$ cat config.mk
export PLATFORM = sky130hd
export DESIGN_NAME = fdeg_raster
export DESIGN_NICKNAME = d
export VERILOG_FILES = /design/src/rtl/fdeg_pkg.sv /design/src/rtl/fdeg_raster.sv
export SDC_FILE = /design/constraint.sdc
export NUM_CORES = 1
export LEC_CHECK = 0
export ABC_CLOCK_PERIOD_IN_PS = 17400
export BUFFER_PORTS_ARGS = -buffer_cell sky130_fd_sc_hd__buf_4
export CAP_MARGIN = 15
export CORE_MARGIN = 3
export CORE_UTILIZATION = 40
export DETAILED_ROUTE_END_ITERATION = 10
export GPL_TIMING_DRIVEN = 1
export PLACE_DENSITY = 0.72
export SETUP_SLACK_MARGIN = 0.05
export SLEW_MARGIN = 40
export SYNTH_ARGS = -nofsm -noshare
export SYNTH_HDL_FRONTEND = slang
export SYNTH_SLANG_ARGS = --single-unit
$ cat constraint.sdc
create_clock -name clk -period 17.4 [get_ports clk]
set_clock_uncertainty 0.1 [all_clocks]
set_input_delay 0.87 -clock clk [delete_from_list [all_inputs] [get_ports clk]]
set_output_delay 0.87 -clock clk [all_outputs]
set_load 0.02 [all_outputs]
$ cat src/rtl/fdeg_pkg.sv
package fdeg_pkg;

    localparam int COORD_BITS  = 12;
    localparam int DIM_BITS    = COORD_BITS + 1;
    localparam int ADDR_BITS   = 21;
    localparam int MAX_PIXELS  = 1 << ADDR_BITS;
    localparam int LUMA_BITS   = 18;
    localparam int STRIDE_BITS = 7;
    localparam int CNT_BITS    = 22;
    localparam int TIME_BITS   = 64;
    localparam int COLOR_BITS  = 8;
    localparam int PROD_BITS   = COORD_BITS + DIM_BITS;
    localparam int STEP_BITS   = $clog2(COORD_BITS);

    localparam int CFG_INDEX_BITS = 3;
    localparam int CFG_DATA_BITS  = CNT_BITS;

    localparam logic [CFG_INDEX_BITS-1:0] REG_FRAME_WIDTH      = 3'd0;
    localparam logic [CFG_INDEX_BITS-1:0] REG_FRAME_HEIGHT     = 3'd1;
    localparam logic [CFG_INDEX_BITS-1:0] REG_SAMPLE_STRIDE    = 3'd2;
    localparam logic [CFG_INDEX_BITS-1:0] REG_CHANGE_THRESHOLD = 3'd3;
    localparam logic [CFG_INDEX_BITS-1:0] REG_MAX_EVENTS       = 3'd4;

    localparam logic [DIM_BITS-1:0]    FRAME_WIDTH_RESET  = DIM_BITS'(1920);
    localparam logic [DIM_BITS-1:0]    FRAME_HEIGHT_RESET = DIM_BITS'(1080);
    localparam logic [STRIDE_BITS-1:0] STRIDE_RESET       = STRIDE_BITS'(1);
    localparam logic [LUMA_BITS-1:0]   THRESHOLD_RESET    = LUMA_BITS'(15360);
    localparam logic [CNT_BITS-1:0]    MAX_EVENTS_RESET   = CNT_BITS'(65536);

    // Q10 luminance weights (0.299, 0.587, 0.114 times 1024)
    localparam int unsigned W_RED   = 306;
    localparam int unsigned W_GREEN = 601;
    localparam int unsigned W_BLUE  = 117;

    typedef logic [LUMA_BITS-1:0] luma_t;
    typedef logic [ADDR_BITS-1:0] addr_t;

    typedef struct packed {
        logic [COORD_BITS-1:0] col;
        logic [COORD_BITS-1:0] row;
        logic                  cmp_en;
        logic                  clr_before;
        logic                  clr_after;
    } pix_ctl_t;

    function automatic logic [DIM_BITS-1:0] clamp_dim(input logic [DIM_BITS-1:0] v);
        logic [DIM_BITS-1:0] top;
        top = DIM_BITS'(1) << COORD_BITS;
        if (v == '0)
            return DIM_BITS'(1);
        return (v > top) ? top : v;
    endfunction

    function automatic luma_t luma_of(input logic [COLOR_BITS-1:0] r,
                                      input logic [COLOR_BITS-1:0] g,
                                      input logic [COLOR_BITS-1:0] b);
        return LUMA_BITS'(W_RED * r + W_GREEN * g + W_BLUE * b);
    endfunction

endpackage

$ cat src/rtl/fdeg_raster.sv
module fdeg_raster import fdeg_pkg::*;
(
    input  logic                   clk,
    input  logic                   rst_n,
    input  logic                   accept,
    input  logic                   sof,
    input  logic [TIME_BITS-1:0]   frame_time,
    input  logic [DIM_BITS-1:0]    frame_width,
    input  logic [DIM_BITS-1:0]    frame_height,
    input  logic [STRIDE_BITS-1:0] sample_stride,
    input  logic                   stride_load,
    output pix_ctl_t               ctl,
    output logic [TIME_BITS-1:0]   item_time,
    output logic                   busy
);

    logic [COORD_BITS-1:0]  col_reg, row_reg;
    logic [STRIDE_BITS-1:0] cph_reg, rph_reg;
    logic                   pend_reg;
    logic [TIME_BITS-1:0]   time_reg;
    logic                   busy_reg;
    logic [STEP_BITS-1:0]   step_reg;

    logic [DIM_BITS-1:0]    w, h;
    logic [STRIDE_BITS-1:0] s;
    logic [COORD_BITS-1:0]  col_base, row_base, col0, row0;
    logic                   col_fold, row_fold, end_col, end_frame;
    logic [STRIDE_BITS-1:0] cph0, rph0, cph_inc, rph_inc;

    // one restoring-remainder step: shift in a bit, subtract the divisor if it fits
    function automatic logic [STRIDE_BITS-1:0] mod_step(input logic [STRIDE_BITS-1:0] r,
                                                        input logic b,
                                                        input logic [STRIDE_BITS-1:0] d);
        logic [STRIDE_BITS:0] t;
        t = {r, b};
        if (t >= {1'b0, d})
            t = t - {1'b0, d};
        return t[STRIDE_BITS-1:0];
    endfunction

    always_comb
    begin
        w        = clamp_dim(frame_width);
        h        = clamp_dim(frame_height);
        s        = (sample_stride == '0) ? STRIDE_BITS'(1) : sample_stride;
        col_base = sof ? '0 : col_reg;
        row_base = sof ? '0 : row_reg;
        col_fold = ({1'b0, col_base} >= w);
        row_fold = ({1'b0, row_base} >= h);
        col0     = col_fold ? '0 : col_base;
        row0     = row_fold ? '0 : row_base;
        cph0     = (sof || col_fold) ? '0 : cph_reg;
        rph0     = (sof || row_fold) ? '0 : rph_reg;
        end_col  = ({1'b0, col0} + DIM_BITS'(1)) >= w;
        end_frame = end_col && (({1'b0, row0} + DIM_BITS'(1)) >= h);
        cph_inc  = (cph0 + STRIDE_BITS'(1) == s) ? '0 : cph0 + STRIDE_BITS'(1);
        rph_inc  = (rph0 + STRIDE_BITS'(1) == s) ? '0 : rph0 + STRIDE_BITS'(1);
    end

    assign ctl.col        = col0;
    assign ctl.row        = row0;
    assign ctl.cmp_en     = !pend_reg && (cph0 == '0) && (rph0 == '0);
    assign ctl.clr_before = sof;
    assign ctl.clr_after  = end_frame;
    assign item_time      = sof ? frame_time : time_reg;
    assign busy           = busy_reg;

    always_ff @(posedge clk or negedge rst_n)
    begin
        if (!rst_n)
        begin
            col_reg  <= '0;
            row_reg  <= '0;
            pend_reg <= 1'b1;
            time_reg <= '0;
        end
        else if (accept)
        begin
            col_reg <= end_col ? '0 : col0 + COORD_BITS'(1);
            if (end_col)
                row_reg <= end_frame ? '0 : row0 + COORD_BITS'(1);
            else
                row_reg <= row0;
            if (end_frame)
                pend_reg <= 1'b0;
            if (sof)
                time_reg <= frame_time;
        end
    end

    // Stride phases; a stride write recomputes them bit-serially from the position.
    always_ff @(posedge clk or negedge rst_n)
    begin
        if (!rst_n)
        begin
            cph_reg  <= '0;
            rph_reg  <= '0;
            busy_reg <= 1'b0;
            step_reg <= '0;
        end
        else if (stride_load)
        begin
            cph_reg  <= '0;
            rph_reg  <= '0;
            busy_reg <= 1'b1;
            step_reg <= STEP_BITS'(COORD_BITS - 1);
        end
        else if (busy_reg)
        begin
            cph_reg <= mod_step(cph_reg, col_reg[step_reg], s);
            rph_reg <= mod_step(rph_reg, row_reg[step_reg], s);
            if (step_reg == '0)
                busy_reg <= 1'b0;
            else
                step_reg <= step_reg - STEP_BITS'(1);
        end
        else if (accept)
        begin
            cph_reg <= end_col ? '0 : cph_inc;
            if (end_col)
                rph_reg <= end_frame ? '0 : rph_inc;
            else
                rph_reg <= rph0;
        end
    end

endmodule

# Word level (Yosys, flattened, before mapping)

Cells that the tools add are included.

Input bits: 102
Word-level logic and storage cells: 87
Bits in registers: 108
Output and inout bits: 92

Add/subtract/negate cells: 9
Mux-type cells: 42
Magnitude comparators: 9
Reduce and logical (&&, ||, !) cells: 16
Equal/unequal tests: 3

Operators by type and width:

| kind                                                                  | count |
|---|---|
| 7-bit two-way mux                                                     | 16 |
| 12-bit two-way mux                                                    | 7 |
| 13-bit two-way mux                                                    | 6 |
| 64-bit two-way mux                                                    | 1 |
| 12-bit by 1-bit adder with 13-bit output (second input constant)      | 2 |
| 12-bit by 13-bit greater-or-equal comparator with 1-bit output        | 2 |
| 13-bit greater-or-equal comparator                                    | 2 |
| 13-bit greater-than comparator (second input constant)                | 2 |
| 13-bit zero test                                                      | 2 |
| 12-bit by 1-bit adder with 12-bit output (second input constant)      | 2 |
| 7-bit zero test                                                       | 3 |
| 8-bit by 7-bit greater-or-equal comparator with 1-bit output          | 2 |
| 7-bit by 1-bit adder with 7-bit output (second input constant)        | 2 |
| 7-bit == test                                                         | 2 |
| 7-bit subtractor                                                      | 2 |
| 4-bit two-way mux                                                     | 3 |
| 1-bit binary-select mux with 4-bit select                             | 2 |
| 1-bit two-way mux                                                     | 7 |
| 4-bit by 5-bit < comparator with 1-bit output (second input constant) | 1 |
| 4-bit zero test                                                       | 1 |
| 2-bit AND reduction                                                   | 2 |
| 4-bit by 1-bit subtractor with 4-bit output (second input constant)   | 1 |
| 1-bit logical AND                                                     | 3 |
| 3-bit nonzero test                                                    | 1 |
| 4 further kinds                                                       | 5 |

# Depth between registers and ports, before layout

Word-level depth: 14
Depth in mapped cells: 28
Depth with buffers taken out: 23

# Worst setup path after synthesis

OpenSTA, ideal clock, no wires.

Path type: input -> output
Start: input port sof
End: output port ctl[0] in the netlist's numbering
Arrival time: 6.187 ns
Buffers on the path: 7
Stages on the path: 24
Data required time: 16.430 ns
Path slack: 10.243 ns
Cells stage by stage: clkbuf_1 -> clkbuf_1 -> buf_1 -> clkbuf_1 -> nor2b_1 -> ha_1 -> a21oi_1 -> o21ai_0 -> a211oi_2 -> clkbuf_1 -> and3_1 -> ha_1 -> and3_1 -> and3_1 -> and3_1 -> clkbuf_1 -> nand3_1 -> xnor2_1 -> ha_1 -> a21o_1 -> a21o_1 -> a2111oi_2 -> a21oi_1 -> buf_4

RTL lines:

| what            | line              | RTL |
|---|---|---|
| start, declared | fdeg_raster.sv:6  | `input logic sof,` |
| end, declared   | fdeg_raster.sv:12 | `output pix_ctl_t ctl,` |

==> flow_metrics.env <==
export IMPL_wire_per_inst_um=17.3
export IMPL_cts_num_sinks=108
export IMPL_hold_path_class="input pin to async pin"
export IMPL_ctsLongestPathBuffers=2
export IMPL_yosysWarnings=0
export IMPL_max_freq_ghz=0.142
export IMPL_cp_max_fo=17
export IMPL_track_usage_pct=21.5
export IMPL_ys_flop_type="dfrtp_1"
export IMPL_post_cts_resized=0
export IMPL_peakVddDrop_v=0.0000456
export IMPL_numCtsBuffers=9
export IMPL_ys_seq_area_share_pct=30.3
export IMPL_crit_type="input pin to output pin"
export IMPL_hold_viol=0
export IMPL_grt_pass1_vias=8355
export IMPL_path_common_cell="and3_1"
export IMPL_cp_data_required_time_ns=16.43
export IMPL_synth_edf_count=0
export IMPL_setup_tns_ns=0
export IMPL_synth_area_leaders="dfrtp_1 (30%), nor2_1 (11%), ha_1 (9.9%), mux2_2 (8.2%), nand2_1 (3.4%)"
export IMPL_final_max_slew_viol_count=0
export IMPL_end_kind="output pin"
export IMPL_boundaryPins=194
export IMPL_h_tree_depth=3
export IMPL_synthesis_area_mm2=0.00893
export IMPL_syn_inst=1080
export IMPL_setup_viol=0
export IMPL_dp_cells=1499
export IMPL_rsz0062_at_grt="false"
export IMPL_drv_cap=0
export IMPL_postCtsSetupBuffers=0
export IMPL_start_util_pct=40.8
export IMPL_port_buffer_count=193
export IMPL_clk_latency_ns=0.35
export IMPL_n_fill_cell=2089
export IMPL_cts_reportedPaths_clkPinSlew_ns=0.07
export IMPL_syn_nets=1255
export IMPL_grt_ovfl_total=0
export IMPL_grt_max_degree=79
export IMPL_status="finished clean"
export IMPL_area_growth_pct=21.3
export IMPL_p_leak_nw=5.17
export IMPL_placed_area_mm2=0.0105
export IMPL_ant_nets=0
export IMPL_largest_reg_flops=64
export IMPL_core_mm2=0.0219
export IMPL_dpl_hpwl_mm=19.9
export IMPL_tightestPinTransition_ns=0.838
export IMPL_drc=0
export IMPL_finalWirelength_mm=26.3
export IMPL_antenna_found_initial=0
export IMPL_seq_area_mm2=0.00270
export IMPL_synth_top_area_cell="dfrtp_1"
export IMPL_die_h_um=155
export IMPL_min_period_ns=7.05
export IMPL_n_antenna_cell=0
export IMPL_cp_arrival_ns=6.08
export IMPL_vias=8429
export IMPL_path_cells="buf_4 > inv_1 > nand2_1 > ha_1 > a21oi_1 > a21oi_1 > a211oi_4 > and3_1 > ha_1 > and3_1 > and3_1 > and3_1 > nand3_1 > xnor2_1 > ha_1 > a21o_1 > a21o_1 > a2111oi_2 > a21oi_1 > buf_4"
export IMPL_gp_congestion=0.915
export IMPL_grt_pass1_wl_mm=42.7
export IMPL_synth_top_area_share_pct=30.0
export IMPL_yosys_top_cells_count="nor2_1 (250), dfrtp_1 (107), nand2_1 (80)"
export IMPL_rows=54
export IMPL_instances_no_fill=1515
export IMPL_ys_async_sr_fraction_pct=100
export IMPL_crit_slowest_cell="a211oi_4"
export IMPL_die_area_mm2=0.0242
export IMPL_root_buffer="clkbuf_16"
export IMPL_synth_seq_cells=108
export IMPL_start_kind="input pin"
export IMPL_dp_slack_ns=10.34
export IMPL_via_per_inst=5.56
export IMPL_yosysMostFrequentCell="nor2_1"
export IMPL_nNetsFinal=1405
export IMPL_multi_input_area_mm2=0.00583
export IMPL_synth_avg_cell_area_um2=8.27
export IMPL_fin_area_mm2=0.0108
export IMPL_final_core_util_pct=49.5
export IMPL_postCtsHoldBufs=0
export IMPL_power_total_mw=0.863
export IMPL_firstDrtPassIters=7
export IMPL_finalCritPeriodShare_pct=40.5
export IMPL_slew_headroom_pct=44.1
export IMPL_drive_above_1_share_pct=24.9
export IMPL_p_per_area_mw_per_mm2=79.6
export IMPL_max_stage_delay_ns=0.54
export IMPL_dr_first_iter_drc_count=427
export IMPL_hold_slack_ns=0.329
export IMPL_cts_tree="done"
export IMPL_synth_cell_types=73
export IMPL_die_w_um=155
export IMPL_worst_slack_ns=10.35
[cell usage in the layout, fill, tap and decap left out, drive strengths merged, types with 7 or more instances in the layout]
| master | instances |
|---|---|
| nand4 | 7 |
| nor3 | 14 |
| o21ai | 26 |
| xor2 | 18 |
| nand2 | 81 |
| nor4 | 11 |
| buf | 201 |
| o31ai | 7 |
| a31oi | 8 |
| clkbuf | 10 |
| o21a | 7 |
| a21oi | 55 |
| mux2i | 11 |
| and2 | 11 |
| xnor2 | 33 |
| and3 | 28 |
| nor2 | 250 |
| nor2b | 26 |
| dfrtp | 107 |
| mux2 | 65 |
| inv | 38 |
| nand3 | 34 |
| a21o | 17 |
| ha | 71 |
| a211oi | 8 |
[cell type report]
cell class	count	share of cell area, %
flip-flops and latches	108	24.9
multi-input cells	875	53.8
repair buffers	201	14.1
inverters	35	1.21
clock inverters	6	0.623
clock buffers	10	2.11
well taps	280	3.23
[power breakdown]
part           internal (mW)  switching, mW  total, mW
Combinational          0.152          0.179      0.331
Sequential             0.282         0.0419      0.324
Clock                  0.102          0.107      0.209
Total                  0.536          0.327      0.863
[worst max-delay path: cells and delay by family]
| kind | cells | cell delay (ns) |
|---|---|---|
| xor+xnor | 1 | 0.23 |
| buf+inv | 3 | 0.62 |
| simple gates | 6 | 1.42 |
| fa+ha+maj | 3 | 0.93 |
| compound gates | 7 | 2.01 |
[logic make-up after synthesis]
kind of cell / Yosys count / share of synthesized area (%)
and+or+nand+nor: 487 / 24.6
AOI/OAI and AO/OA: 182 / 14.3
DFF: 108 / 30.3
buffers and inverters: 97 / 4.54
muxes: 82 / 10.9
adders and majority gates: 73 / 10.4
xor gates and xnor gates: 51 / 5.00
[final timing paths]
| kind | from | to | slack (ns) | cells past startpoint |
|---|---|---|---|---|
| max in group asynchronous | rst_n | time_reg[23]$_DFFE_PN0P_ | 15.67 | 3 |
| worst min-delay path | rst_n | cph_reg[0]$_DFFE_PN0P_ | 0.33 | 1 |
| worst min register to register | pend_reg$_DFFE_PN1P_ | pend_reg$_DFFE_PN1P_ | 0.41 | 1 |
| worst max register to register | col_reg[3]$_DFFE_PN0P_ | rph_reg[5]$_DFFE_PN0P_ | 11.06 | 20 |
| min in group clk | pend_reg$_DFFE_PN1P_ | pend_reg$_DFFE_PN1P_ | 0.41 | 1 |
| worst max-delay path | frame_height[12] | ctl[0] | 10.35 | 20 |
[layer usage]
metal	GRT usage [%]	vias up	wire length, µm
li1	-	4070	-
met1	26.3	3996	10500
met2	36.7	322	12900
met3	5.92	41	2260
met4	6.46	0	616
met5	0	-	0
Power figures use the tool's default switching activity.
