==> src/rtl/fdeg_pkg.sv <==
package fdeg_pkg;

    localparam int COORD_BITS  = 12;
    localparam int DIM_BITS    = COORD_BITS + 1;
    localparam int ADDR_BITS   = 21;
    localparam int MAX_PIXELS  = 1 << ADDR_BITS;
    localparam int LUMA_BITS   = 18;
    localparam int STRIDE_BITS = 7;
    localparam int CNT_BITS    = 22;
    localparam int TIME_BITS   = 64;
    localparam int COLOR_BITS  = 8;
    localparam int PROD_BITS   = COORD_BITS + DIM_BITS;
    localparam int STEP_BITS   = $clog2(COORD_BITS);

    localparam int CFG_INDEX_BITS = 3;
    localparam int CFG_DATA_BITS  = CNT_BITS;

    localparam logic [CFG_INDEX_BITS-1:0] REG_FRAME_WIDTH      = 3'd0;
    localparam logic [CFG_INDEX_BITS-1:0] REG_FRAME_HEIGHT     = 3'd1;
    localparam logic [CFG_INDEX_BITS-1:0] REG_SAMPLE_STRIDE    = 3'd2;
    localparam logic [CFG_INDEX_BITS-1:0] REG_CHANGE_THRESHOLD = 3'd3;
    localparam logic [CFG_INDEX_BITS-1:0] REG_MAX_EVENTS       = 3'd4;

    localparam logic [DIM_BITS-1:0]    FRAME_WIDTH_RESET  = DIM_BITS'(1920);
    localparam logic [DIM_BITS-1:0]    FRAME_HEIGHT_RESET = DIM_BITS'(1080);
    localparam logic [STRIDE_BITS-1:0] STRIDE_RESET       = STRIDE_BITS'(1);
    localparam logic [LUMA_BITS-1:0]   THRESHOLD_RESET    = LUMA_BITS'(15360);
    localparam logic [CNT_BITS-1:0]    MAX_EVENTS_RESET   = CNT_BITS'(65536);

    // Q10 luminance weights (0.299, 0.587, 0.114 times 1024)
    localparam int unsigned W_RED   = 306;
    localparam int unsigned W_GREEN = 601;
    localparam int unsigned W_BLUE  = 117;

    typedef logic [LUMA_BITS-1:0] luma_t;
    typedef logic [ADDR_BITS-1:0] addr_t;

    typedef struct packed {
        logic [COORD_BITS-1:0] col;
        logic [COORD_BITS-1:0] row;
        logic                  cmp_en;
        logic                  clr_before;
        logic                  clr_after;
    } pix_ctl_t;

    function automatic logic [DIM_BITS-1:0] clamp_dim(input logic [DIM_BITS-1:0] v);
        logic [DIM_BITS-1:0] top;
        top = DIM_BITS'(1) << COORD_BITS;
        if (v == '0)
            return DIM_BITS'(1);
        return (v > top) ? top : v;
    endfunction

    function automatic luma_t luma_of(input logic [COLOR_BITS-1:0] r,
                                      input logic [COLOR_BITS-1:0] g,
                                      input logic [COLOR_BITS-1:0] b);
        return LUMA_BITS'(W_RED * r + W_GREEN * g + W_BLUE * b);
    endfunction

endpackage

==> src/rtl/fdeg_event.sv <==
module fdeg_event import fdeg_pkg::*;
(
    input  logic                 clk,
    input  logic                 rst_n,
    input  logic                 valid,
    input  logic                 leave,
    input  pix_ctl_t             ctl,
    input  luma_t                luma,
    input  luma_t                prev,
    input  logic [LUMA_BITS-1:0] threshold,
    input  logic [CNT_BITS-1:0]  max_events,
    output logic                 fire,
    output logic                 polarity
);

    logic [CNT_BITS-1:0] cnt_reg, cnt_eff, cnt_next;
    luma_t               diff;
    logic                rise;

    always_comb
    begin
        rise     = luma > prev;
        diff     = rise ? luma - prev : prev - luma;
        cnt_eff  = ctl.clr_before ? '0 : cnt_reg;
        fire     = valid && ctl.cmp_en && (diff > threshold) && (cnt_eff < max_events);
        cnt_next = ctl.clr_after ? '0 : cnt_eff + CNT_BITS'(fire);
    end

    assign polarity = rise;

    always_ff @(posedge clk or negedge rst_n)
    begin
        if (!rst_n)
            cnt_reg <= '0;
        else if (leave)
            cnt_reg <= cnt_next;
    end

endmodule

==> config.mk <==
export PLATFORM = sky130hd
export DESIGN_NAME = fdeg_event
export DESIGN_NICKNAME = d
export VERILOG_FILES = /design/src/rtl/fdeg_pkg.sv /design/src/rtl/fdeg_event.sv
export SDC_FILE = /design/constraint.sdc
export NUM_CORES = 1
export LEC_CHECK = 0
export BUFFER_PORTS_ARGS = -buffer_cell sky130_fd_sc_hd__buf_2
export CORE_MARGIN = 2
export CORE_UTILIZATION = 25
export CTS_CLUSTER_SIZE = 12
export DETAILED_ROUTE_END_ITERATION = 7
export GPL_ROUTABILITY_DRIVEN = 0
export HOLD_SLACK_MARGIN = 0.1
export SLEW_MARGIN = 25
export SYNTH_ARGS = -nofsm -noshare
export SYNTH_HDL_FRONTEND = slang
export SYNTH_SLANG_ARGS = --single-unit
==> constraint.sdc <==
create_clock -name clk -period 3.9 [get_ports clk]
set_input_delay 0.195 -clock clk [delete_from_list [all_inputs] [get_ports clk]]
set_output_delay 0.195 -clock clk [all_outputs]
set_load 0.03 [all_outputs]
== After elaboration in Yosys (flattened, before gate mapping) ==
Index checks and enable logic that the tools add are counted.
Word-level totals
  register bits after elaboration: 22
  bits in latches: 0
  memory bits (writable): 0
  memory bits (read-only): 0
  input port bits: 107
  output and inout bits: 2
  word-level logic and storage cells: 13
  memories: 0
Cells by class
  add/sub/neg operators: 3
  multipliers: 0
  divide/modulo/power cells: 0
  $lt $le $gt $ge: 3
  eq/ne operators: 0
  shifts and indexed selects: 0
  muxes and demuxes: 3
  bitwise operators: 0
  reduce and logical (&&, ||, !) cells: 3
Operators with widths (number)
  22-bit 2-to-1 mux: 2
  18-bit greater-than comparator: 2
  18-bit subtractor: 2
  22-bit by 1-bit adder with 22-bit output: 1
  22-bit less-than comparator: 1
  18-bit 2-to-1 mux: 1
  1-bit logical AND: 3

== Longest topological paths before layout ==
Gate-level depths: netlist of the first run.
  depth in word-level cells: 7
  mapped depth: 29
  gate-level depth less buffers: 27

== Worst setup path after synthesis of the first run ==
OpenSTA, ideal clock, no wires.
  kind: input -> register
  from: in luma[0]
  to: reg cnt_reg[21]
  setup time: 0.133 ns
  arrival: 5.141 ns
  required time: 3.767 ns
  path slack: -1.374 ns
  stages on the path: 29
  path buffers: 2
  path through: inv_1 ha_1 inv_1 fa_1 a21o_1 a221oi_2 o21a_1 o31a_1 a211o_1 buf_6 buf_12 mux2i_1 xnor2_1 ha_1 nand4_1 nor2_1 nand4_1 nand2_1 nor3_1 o21ai_0 a211oi_1 ha_1 nand2_1 nor3_1 nand4_1 nor2_1 a31oi_1 o21ai_0 o31ai_1
Between the ends
  word-level cells in the longest chain between the ends: 7
  elaborated cells on any way between the ends: 9
  those cells by class: add/sub (3); order compare (2); mux (2); reduce/logical (2)
Ends and longest elaborated chain
  from (decl): line fdeg_event.sv:8  | input luma_t luma,
  18-bit subtractor or 18-bit greater-than comparator (tied branches): line fdeg_event.sv:23, fdeg_event.sv:22
  18-bit 2-to-1 mux (*): line fdeg_event.sv:23  | diff = rise ? luma - prev : prev - luma;
  18-bit greater-than comparator (*): line fdeg_event.sv:25  | fire = valid && ctl.cmp_en && (diff > threshold) && (cnt_eff < max_events);
  1-bit logical AND (*) (2 in a row): line fdeg_event.sv:25
  via fire: line fdeg_event.sv:12  | output logic fire,
  22-bit by 1-bit adder with 22-bit output (*): line fdeg_event.sv:26  | cnt_next = ctl.clr_after ? '0 : cnt_eff + CNT_BITS'(fire);
  22-bit 2-to-1 mux (*): line fdeg_event.sv:26
  to (signal assigned): line fdeg_event.sv:36  | cnt_reg <= cnt_next;
  to (decl): line fdeg_event.sv:16  | logic [CNT_BITS-1:0] cnt_reg, cnt_eff, cnt_next;
Mark *: on every way through the listed nets, which the timed path passes. The rest lies on a longest branch.
A chain may end at the register's enable or synchronous reset.

== Worst setup path in the final report of the first run ==
  from: in luma[0]
  to: reg cnt_reg[9]
Between the ends
  word-level cells in the longest chain between the ends: 7
  elaborated cells on any way between the ends: 9
  those cells by class: add/sub (3); order compare (2); mux (2); reduce/logical (2)
Ends and longest elaborated chain (line)
  18-bit subtractor or 18-bit greater-than comparator (tied branches): fdeg_event.sv:23, fdeg_event.sv:22
  18-bit 2-to-1 mux (*): fdeg_event.sv:23
  18-bit greater-than comparator (*): fdeg_event.sv:25
  1-bit logical AND (*) (2 in a row): fdeg_event.sv:25
  22-bit by 1-bit adder with 22-bit output (*): fdeg_event.sv:26
  22-bit 2-to-1 mux (*): fdeg_event.sv:26
Every way passes the cells marked *; elsewhere a longest branch is shown, timed or not.

==> impl_metrics.toml, run 1 <==
[run_status]
run_status = "complete, but fails checks"
violations = "setup timing"

[die]
ios = 109
start_util = 0.257
die_area_um2 = 17300
chipHeight_um = 132
core_area_um2 = 15900
fp-row-count = 46
die_x_um = 132

[cells_and_area]
multiInputGateArea_um2 = 3360
area_delta_synth_final_pct = 47.7
post-route-util = 0.379
layout-drive-gt1-share = 0.357
nNetsFinal = 923
largest_reg_flops = 22
stdcell_count = 952
ff_latch_area_um2 = 551
antenna_cells = 0
fillers = 1672

[cts]
clk_pin_slew_ps = 60
clock_sinks = 22
cts_tree = "built"
cts_root_buf = "clkbuf_16"
clk_latency_ps = 260
numCtsBuffers = 3
htree_num_levels = 1
cts_max_path_buffers = 2

[timing]
setup_ws_ps = -836
finalHoldViolCount = 0
finalClockSkew_ps = 1.57
tightest_slew_ps = 729
period_share = 1.21
fin_hold_ws_ps = 223
final_max_slew_viol_count = 0
min_period_ps = 4740
rsz0062_at_grt = "yes"
fmax_mhz = 211
relSlewSlack = 0.512
finalSetupViolCount = 23

[critical_path]
r2r_cells = 17
r2r_slack_ps = 330
cp-start-kind = "input pin"
crit_fanout = 5
r2r-end = "cnt_reg[9]$_DFFE_PN0P_"
slowest_delay_ps = 330
slowest_stage = "fa_2"
critPathKind = "in -> reg"
crit_required_ps = 4050
cp-end-kind = "flip-flop"
worstPathArrival_ps = 4890
r2r_start = "cnt_reg[1]$_DFFE_PN0P_"

[placement]
dp_hpwl_mm = 10.1
dpl.cell_count = 923
port_buffers = 84

[global_routing]
grt_use_total = 0.143
grt_pass1_vias = 4411
antenna_found_initial = 0
grt_pass1_wl_mm = 20.7
grt_start_max_net_pins = 26
grt-ovfl-total = 0

[synth]
synth_async_sr_flop_share = 1.00
yosysTopAreaCell = "ha_1"
yosysWarnings = 0
yosysUniqueCellTypes = 47
ys.flop_type = "dfrtp_1"
synth_top_area_frac = 0.236
synth_fp_nets = 732
synth.ff_latch_count = 22
ys_top_cells_by_area = "ha_1 (24%), dfrtp_1 (14%), inv_1 (8.0%)"
synth-edff-count = 0
postSynthAreaPerCell_um2 = 7.46
synth.most_common_cell = "inv_1"
ys_seq_area_frac = 0.135
netlist_area_um2 = 4080
synth_commonest_cells = "inv_1 (87), ha_1 (77), nand2_1 (40)"
syn_inst = 546

[route]
antenna_left = 0
dr.pass1.iters = 5
drcViolationCount = 0
wl_per_cell_um = 13.2
wirelength_mm = 12.6
drt_iter0_drc = 258
viasPerCell = 4.65
num_vias = 4426

[run]
cap_violations = 0

[power]
finalPower_mw = 1.25
pwr_density_cell_nw_per_um2 = 207
ir_drop_v = 0.000144
p_leak_nw = 3.34

[min_path]
hold_path_end = "cnt_reg[2]$_DFFE_PN0P_"
hold_path.class = "in -> reg"
holdPathStages = 2
min_from = "ctl[0]"
==> final cells by class <==
type / instances / share of cell area
Multi-Input combinational cell: 419 / 0.559
Sequential cell: 22 / 0.0915
Inverter: 87 / 0.0563
Clock buffer: 3 / 0.0125
Clock inverter: 1 / 0.00499
Timing Repair Buffer: 204 / 0.231
Tap cell: 216 / 0.0449
==> worst max path at each step <==
| stage | from | endpoint | slack, ps | depth (start not counted) |
|---|---|---|---|---|
| 2_1_floorplan | luma[0] | cnt_reg[21]$_DFFE_PN0P_ | -890 | 29 |
| 3_3_place_gp | luma[0] | cnt_reg[10]$_DFFE_PN0P_ | -1110 | 27 |
| 3_5_place_dp | luma[0] | cnt_reg[10]$_DFFE_PN0P_ | -1200 | 28 |
| 4_1_cts | luma[0] | cnt_reg[21]$_DFFE_PN0P_ | -580 | 29 |
| 5_1_grt | luma[0] | cnt_reg[13]$_DFFE_PN0P_ | -1080 | 29 |
| 6_report | luma[0] | cnt_reg[9]$_DFFE_PN0P_ | -840 | 29 |
==> routing by layer <==
metal | global-route usage | share of wire
met1 | 0.180 | 0.45
met2 | 0.264 | 0.50
met3 | 0.0108 | 0.036
met4 | 0.0314 | 0.014
met5 | 0 | 0
==> stage by stage <==
stage	worst slack [ps]	TNS [ps]	cell area, µm²
floorplan	-886	-13940	4130
global placement	-1110	-20600	5440
detailed placement	-1200	-22890	5440
CTS	-577	-9990	5860
global route	-1080	-20360	6020
finish	-836	-14420	6020
==> power breakdown <==
group	internal [mW]	switching (mW)
clock	0.204	0.0909
sequential	0.229	0.000643
combinational	0.370	0.352
==> kinds of logic (layout without fill, tap and decap cells) <==
kind of cell               Yosys count  in the layout  share of synthesized area
DFF                                 22             22                      0.135
muxes                               18             18                     0.0445
buffers and inverters              105            295                      0.106
adders and majority gates           79             79                      0.246
and+or+nand+nor                    153            153                      0.188
AOI/OAI and AO/OA                  153            153                      0.246
xor gates and xnor gates            16             16                     0.0344
==> critical path, delay by kind of cell <==
family                     cells  cell delay [ps]
and+or+nand+nor                9             1120
buffers and inverters          5              480
adders and majority gates      4              910
muxes                          1              230
xor gates and xnor gates       1              190
AOI/OAI and AO/OA              9             1750
==> placed cells by master, fill, tap and decap left out, types with 3 or more instances in the layout <==
cell / Yosys / final
nand4_1: 20 / 20
ha_1: 77 / 73
nor2_2: 0 / 4
buf_6: 1 / 6
a21oi_1: 35 / 31
xor2_1: 8 / 7
o21a_1: 6 / 6
buf_2: 3 / 82
inv_1: 87 / 85
nor3_2: 0 / 3
ha_4: 0 / 4
mux2i_4: 0 / 3
o21ai_0: 39 / 30
or2_2: 3 / 3
a22o_1: 7 / 7
o21bai_1: 4 / 4
buf_4: 0 / 112
a211oi_1: 6 / 3
dfrtp_1: 22 / 22
nor2_1: 35 / 30
buf_12: 1 / 3
nor2b_1: 22 / 22
nand2_1: 40 / 35
and3_1: 7 / 6
xnor2_1: 8 / 8
mux2i_2: 0 / 5
a31oi_1: 3 / 3
nand2_2: 0 / 3
nand3_1: 7 / 6
nand2b_1: 3 / 3
a21oi_2: 0 / 4
o221a_2: 3 / 3
o31ai_1: 6 / 5
o21ai_1: 0 / 8
clkbuf_16: 0 / 3
mux2i_1: 17 / 9
a21o_1: 28 / 28
==> repair_timing <==
item,CTS,global route
gates resized for setup,43,23
buffers inserted,14,14
endpoints found under the setup margin,23,23
hold buffers,1,0
endpoints found under the hold margin,22,0
pin swaps,41,27
gates cloned,1,0
No activity file was read; power rests on OpenSTA's default activity.
==> run 2, diff against run 1 <==
- PLACE_DENSITY: not set -> 0.42
==> run 2 against run 1 <==
Against the previous run: the run still ends with setup timing left; maximum frequency rose by 0.64%; global-route usage increased by 0.72 points; final area increased by 0.58%; combinational power up 3%.
==> impl_metrics.toml, run 2 (synthesis gave the netlist of run 1 again) <==
[route]
viasPerCell = 4.66
wirelength_mm = 13.2
dr.pass1.iters = 4
wl_per_cell_um = 13.8
antenna_left = 0
drt_iter0_drc = 170
num_vias = 4454
drcViolationCount = 0

[critical_path]
cp-end-kind = "flip-flop"
crit_required_ps = 4050
slowest_stage = "fa_2"
r2r_slack_ps = 270
crit_fanout = 5
cp-start-kind = "input pin"
worstPathArrival_ps = 4860
critPathKind = "in -> reg"
slowest_delay_ps = 330

[cts]
clk_latency_ps = 260
cts_tree = "built"
htree_num_levels = 1
clk_pin_slew_ps = 70
cts_root_buf = "clkbuf_16"
numCtsBuffers = 3
clock_sinks = 22
cts_max_path_buffers = 2

[die]
die_x_um = 132
ios = 109
die_area_um2 = 17300
chipHeight_um = 132
fp-row-count = 46
core_area_um2 = 15900
start_util = 0.257

[cells_and_area]
area_delta_synth_final_pct = 48.5
largest_reg_flops = 22
nNetsFinal = 927
final_cell_mix = "buf_4 (114), inv_1 (85), buf_2 (82), ha_1 (73), nand2_1 (36)"
final_common_cell = "buf_4"
layout-drive-gt1-share = 0.353
multiInputGateArea_um2 = 3340
fillers = 1739
post-route-util = 0.381
antenna_cells = 0
ff_latch_area_um2 = 551

[min_path]
hold_path.class = "in -> reg"

[timing]
relSlewSlack = 0.499
rsz0062_at_grt = "yes"
finalHoldViolCount = 0
min_period_ps = 4710
fmax_mhz = 212
setup_ws_ps = -806
finalClockSkew_ps = 3.62
period_share = 1.21
tightest_slew_ps = 749
finalSetupViolCount = 23
final_max_slew_viol_count = 0

[power]
pwr_density_cell_nw_per_um2 = 201
pwr-share-clk = 0.204
ir_drop_v = 0.000182
finalPower_mw = 1.22
combPwrFrac = 0.607
p_sw_mw = 0.446
internal_power_mw = 0.773
p_leak_nw = 3.38
switching_share = 0.366
sequentialPowerShare = 0.189

[global_routing]
grt_use_total = 0.150
grt_pass1_wl_mm = 22.0
grt-ovfl-total = 0
antenna_found_initial = 0
grt_pass1_vias = 4735
grt_start_max_net_pins = 26

[run]
cap_violations = 0

[run_status]
run_status = "complete, but fails checks"
violations = "setup timing"

[placement]
port_buffers = 84
dp_hpwl_mm = 10.8
[run 2: layout make-up]
class / count / area share
Multi-Input combinational cell: 419 / 0.551
Timing Repair Buffer: 208 / 0.242
Sequential cell: 22 / 0.0909
Inverter: 87 / 0.0560
Tap cell: 216 / 0.0446
Clock buffer: 4 / 0.0147
[run 2: worst paths after layout]
| check | depth (start not counted) | end | start |
|---|---|---|---|
| worst max-delay path | 30 | cnt_reg[9]$_DFFE_PN0P_ | luma[0] |
| worst min-delay path | 2 | cnt_reg[2]$_DFFE_PN0P_ | ctl[0] |
| worst max register to register | 17 | cnt_reg[9]$_DFFE_PN0P_ | cnt_reg[7]$_DFFE_PN0P_ |
| worst min register to register | 1 | cnt_reg[21]$_DFFE_PN0P_ | cnt_reg[21]$_DFFE_PN0P_ |
| max in group asynchronous | 2 | cnt_reg[21]$_DFFE_PN0P_ | rst_n |
| min in group asynchronous | 2 | cnt_reg[9]$_DFFE_PN0P_ | rst_n |
[run 2: per-layer routing]
layer / up-vias / share of wire / track usage / routed length (µm)
met5: - / 0 / 0 / 0
met1: 2084 / 0.44 / 0.181 / 5830
met3: 14 / 0.018 / 0.00694 / 231
li1: 2296 / - / - / -
met4: 0 / 0.016 / 0.0290 / 214
met2: 60 / 0.52 / 0.293 / 6920
[run 2: repair_timing]
action,in CTS,in global routing
buffers inserted,9,10
endpoints found under the setup margin,23,23
endpoints found under the hold margin,22,0
gates cloned,3,0
resized for setup,37,26
hold buffers,1,0
pin swaps,59,36
[run 2: through the flow]
step	setup WS, ps	setup TNS, ps	instances	hold slack, ps	cell area [µm²]
4_1_cts	-659	-11730	947	187	5890
5_1_grt	-1050	-20320	956	221	6050
3_3_place_gp	-1220	-23250	932	216	5510
2_1_floorplan	-886	-13940	546	-101	4130
3_5_place_dp	-1250	-23820	932	204	5510
6_report	-806	-14280	956	200	6050
[run 2: power by group through the flow]
stage | logic, mW | clock network (mW) | registers (mW)
CTS | 0.712 | 0.250 | 0.230
detailed placement | 0.648 | 0 | 0.234
global placement | 0.642 | 0 | 0.234
global route | 0.825 | 0.257 | 0.230
floorplan | 0.385 | 0 | 0.234
finish | 0.741 | 0.249 | 0.230
[run 2: critical path: cells and delay by family]
kind | cells | cell delay [ps]
AOI/OAI and AO/OA | 9 | 1700
and+or+nand+nor | 9 | 1040
adders and majority gates | 4 | 920
buffers and inverters | 6 | 600
muxes | 1 | 210
xor gates and xnor gates | 1 | 190
==> run 3, diff against run 2 <==
- PLACE_DENSITY: 0.42 -> 0.49
- SETUP_SLACK_MARGIN: not set -> 0.1
- SLEW_MARGIN: 25 -> 15
==> run 3 against run 2 <==
Against the previous run: the run still ends with setup timing left; clock skew rose by 1.4 ps; first-iteration DRC count rose by 12%; register-to-register slack improved by 100 ps; sequential share of layout area rose by 0.068 points.
==> impl_metrics.toml, run 3 (synthesis gave the netlist of run 1 again) <==
[timing]
fin_hold_ws_ps = 221
finalSetupViolCount = 23
relSlewSlack = 0.527
finalClockSkew_ps = 4.97
min_period_ps = 4740
tns_ps = -15060
setup_ws_ps = -842
finalHoldViolCount = 0
rsz0062_at_grt = "yes"
final_max_slew_viol_count = 0
tightest_slew_ps = 707
period_share = 1.22
fmax_mhz = 211

[critical_path]
critPathKind = "in -> reg"
crit_required_ps = 4050
slowest_delay_ps = 330
r2r_slack_ps = 370
slowest_stage = "fa_2"
critPathLaunch = "luma[0]"
cp-start-kind = "input pin"
r2r_start = "cnt_reg[1]$_DFFE_PN0P_"
crit_buf_inv = 7
crit_family = "compound AO/OA/AOI/OAI gates"
worstPathArrival_ps = 4890
crit_fanout = 5
cp-end-kind = "flip-flop"

[cts]
clk_latency_ps = 260
clk_pin_slew_ps = 60
clock_sinks = 22
cts_tree = "built"
cts_max_path_buffers = 2
htree_num_levels = 1
cts_root_buf = "clkbuf_16"
numCtsBuffers = 3

[power]
switching_share = 0.364
internal_power_mw = 0.775
p_sw_mw = 0.443
ir_drop_v = 0.000133
finalPower_mw = 1.22
pwr_density_cell_nw_per_um2 = 203
p_leak_nw = 3.37
pwr-share-clk = 0.199
combPwrFrac = 0.612
sequentialPowerShare = 0.189

[cells_and_area]
final_area_um2 = 6010
antenna_cells = 0
final_cell_mix = "buf_4 (118), inv_1 (85), buf_2 (82), ha_1 (72), nand2_1 (35)"
layout-drive-gt1-share = 0.350
largest_reg_flops = 22
area_delta_synth_final_pct = 47.4
final_common_cell = "buf_4"
nNetsFinal = 929

[min_path]
min_from = "ctl[0]"
hold_path.class = "in -> reg"

[die]
core_area_um2 = 15900
fp-row-count = 46
chipHeight_um = 132
die_area_um2 = 17300
start_util = 0.257
ios = 109
die_x_um = 132

[run_status]
violations = "setup timing"
run_status = "complete, but fails checks"

[global_routing]
grt_pass1_vias = 4717
grt_use_total = 0.149
grt_pass1_wl_mm = 22.0
grt-ovfl-total = 0
grt_start_max_net_pins = 26
antenna_found_initial = 0

[route]
wl_per_cell_um = 13.7
antenna_left = 0
viasPerCell = 4.65
wirelength_mm = 13.1
num_vias = 4459
drt_iter0_drc = 190
drcViolationCount = 0
dr.pass1.iters = 4

[placement]
dp_hpwl_mm = 10.5
placed_area_um2 = 5510
port_buffers = 84

[run]
cap_violations = 0
-- run 3: cell types whose count changed in the layout (fill, tap and decap cells not counted), sizes merged --
| cell | previous run | this run |
|---|---|---|
| buf | 207 | 209 |
-- run 3: path summary, 6_finish.rpt --
path	end	cells after the start
worst min-delay path	cnt_reg[2]$_DFFE_PN0P_	2
worst max register to register	cnt_reg[9]$_DFFE_PN0P_	17
worst max-delay path	cnt_reg[9]$_DFFE_PN0P_	31
min in group asynchronous	cnt_reg[8]$_DFFE_PN0P_	2
worst min register to register	cnt_reg[21]$_DFFE_PN0P_	1
max in group asynchronous	cnt_reg[19]$_DFFE_PN0P_	2
-- run 3: metrics by stage --
step,util,instances,setup WS (ps)
finish,0.378,958,-842
global route,0.378,958,-1170
CTS,0.373,952,-723
detailed placement,0.347,932,-1240
global placement,0.347,932,-1220
floorplan,-,546,-886
-- run 3: metal layers --
| layer | track usage | vias to the layer above | share of wire |
|---|---|---|---|
| met4 | 0.0411 | 0 | 0.022 |
| met3 | 0.0143 | 20 | 0.028 |
| li1 | - | 2298 | - |
| met5 | 0 | - | 0 |
| met2 | 0.282 | 75 | 0.51 |
| met1 | 0.179 | 2066 | 0.44 |
-- run 3: worst reg2reg max path: cells and delay by family, from the launching register on --
kind	cells	cell delay, ps
compound gates	7	1180
fa+ha+maj	2	540
buf+inv	2	230
simple gates	6	1050
flops	1	430
-- run 3: area by class of cell --
class | count | area [µm²]
fill | 1708 | 9880
inverter | 87 | 339
multi-input combinational | 419 | 3310
timing repair buffer | 210 | 1450
tap | 216 | 270
sequential | 22 | 551
clock buffer | 4 | 88.8
-- run 3: repair_timing --
action	4_1_cts	5_1_grt
gates cloned	2	0
buffers inserted	13	9
hold buffers	1	0
endpoints found under the setup margin	23	23
endpoints found under the hold margin	22	0
pin swaps	35	21
resized for setup	36	20
-- run 3: power by group through the flow --
stage          logic, mW  clock network (mW)  registers [mW]
6_report           0.746               0.242           0.230
5_1_grt            0.828               0.258           0.230
4_1_cts            0.734               0.247           0.230
3_5_place_dp       0.647                   0           0.234
3_3_place_gp       0.636                   0           0.234
2_1_floorplan      0.385                   0           0.234
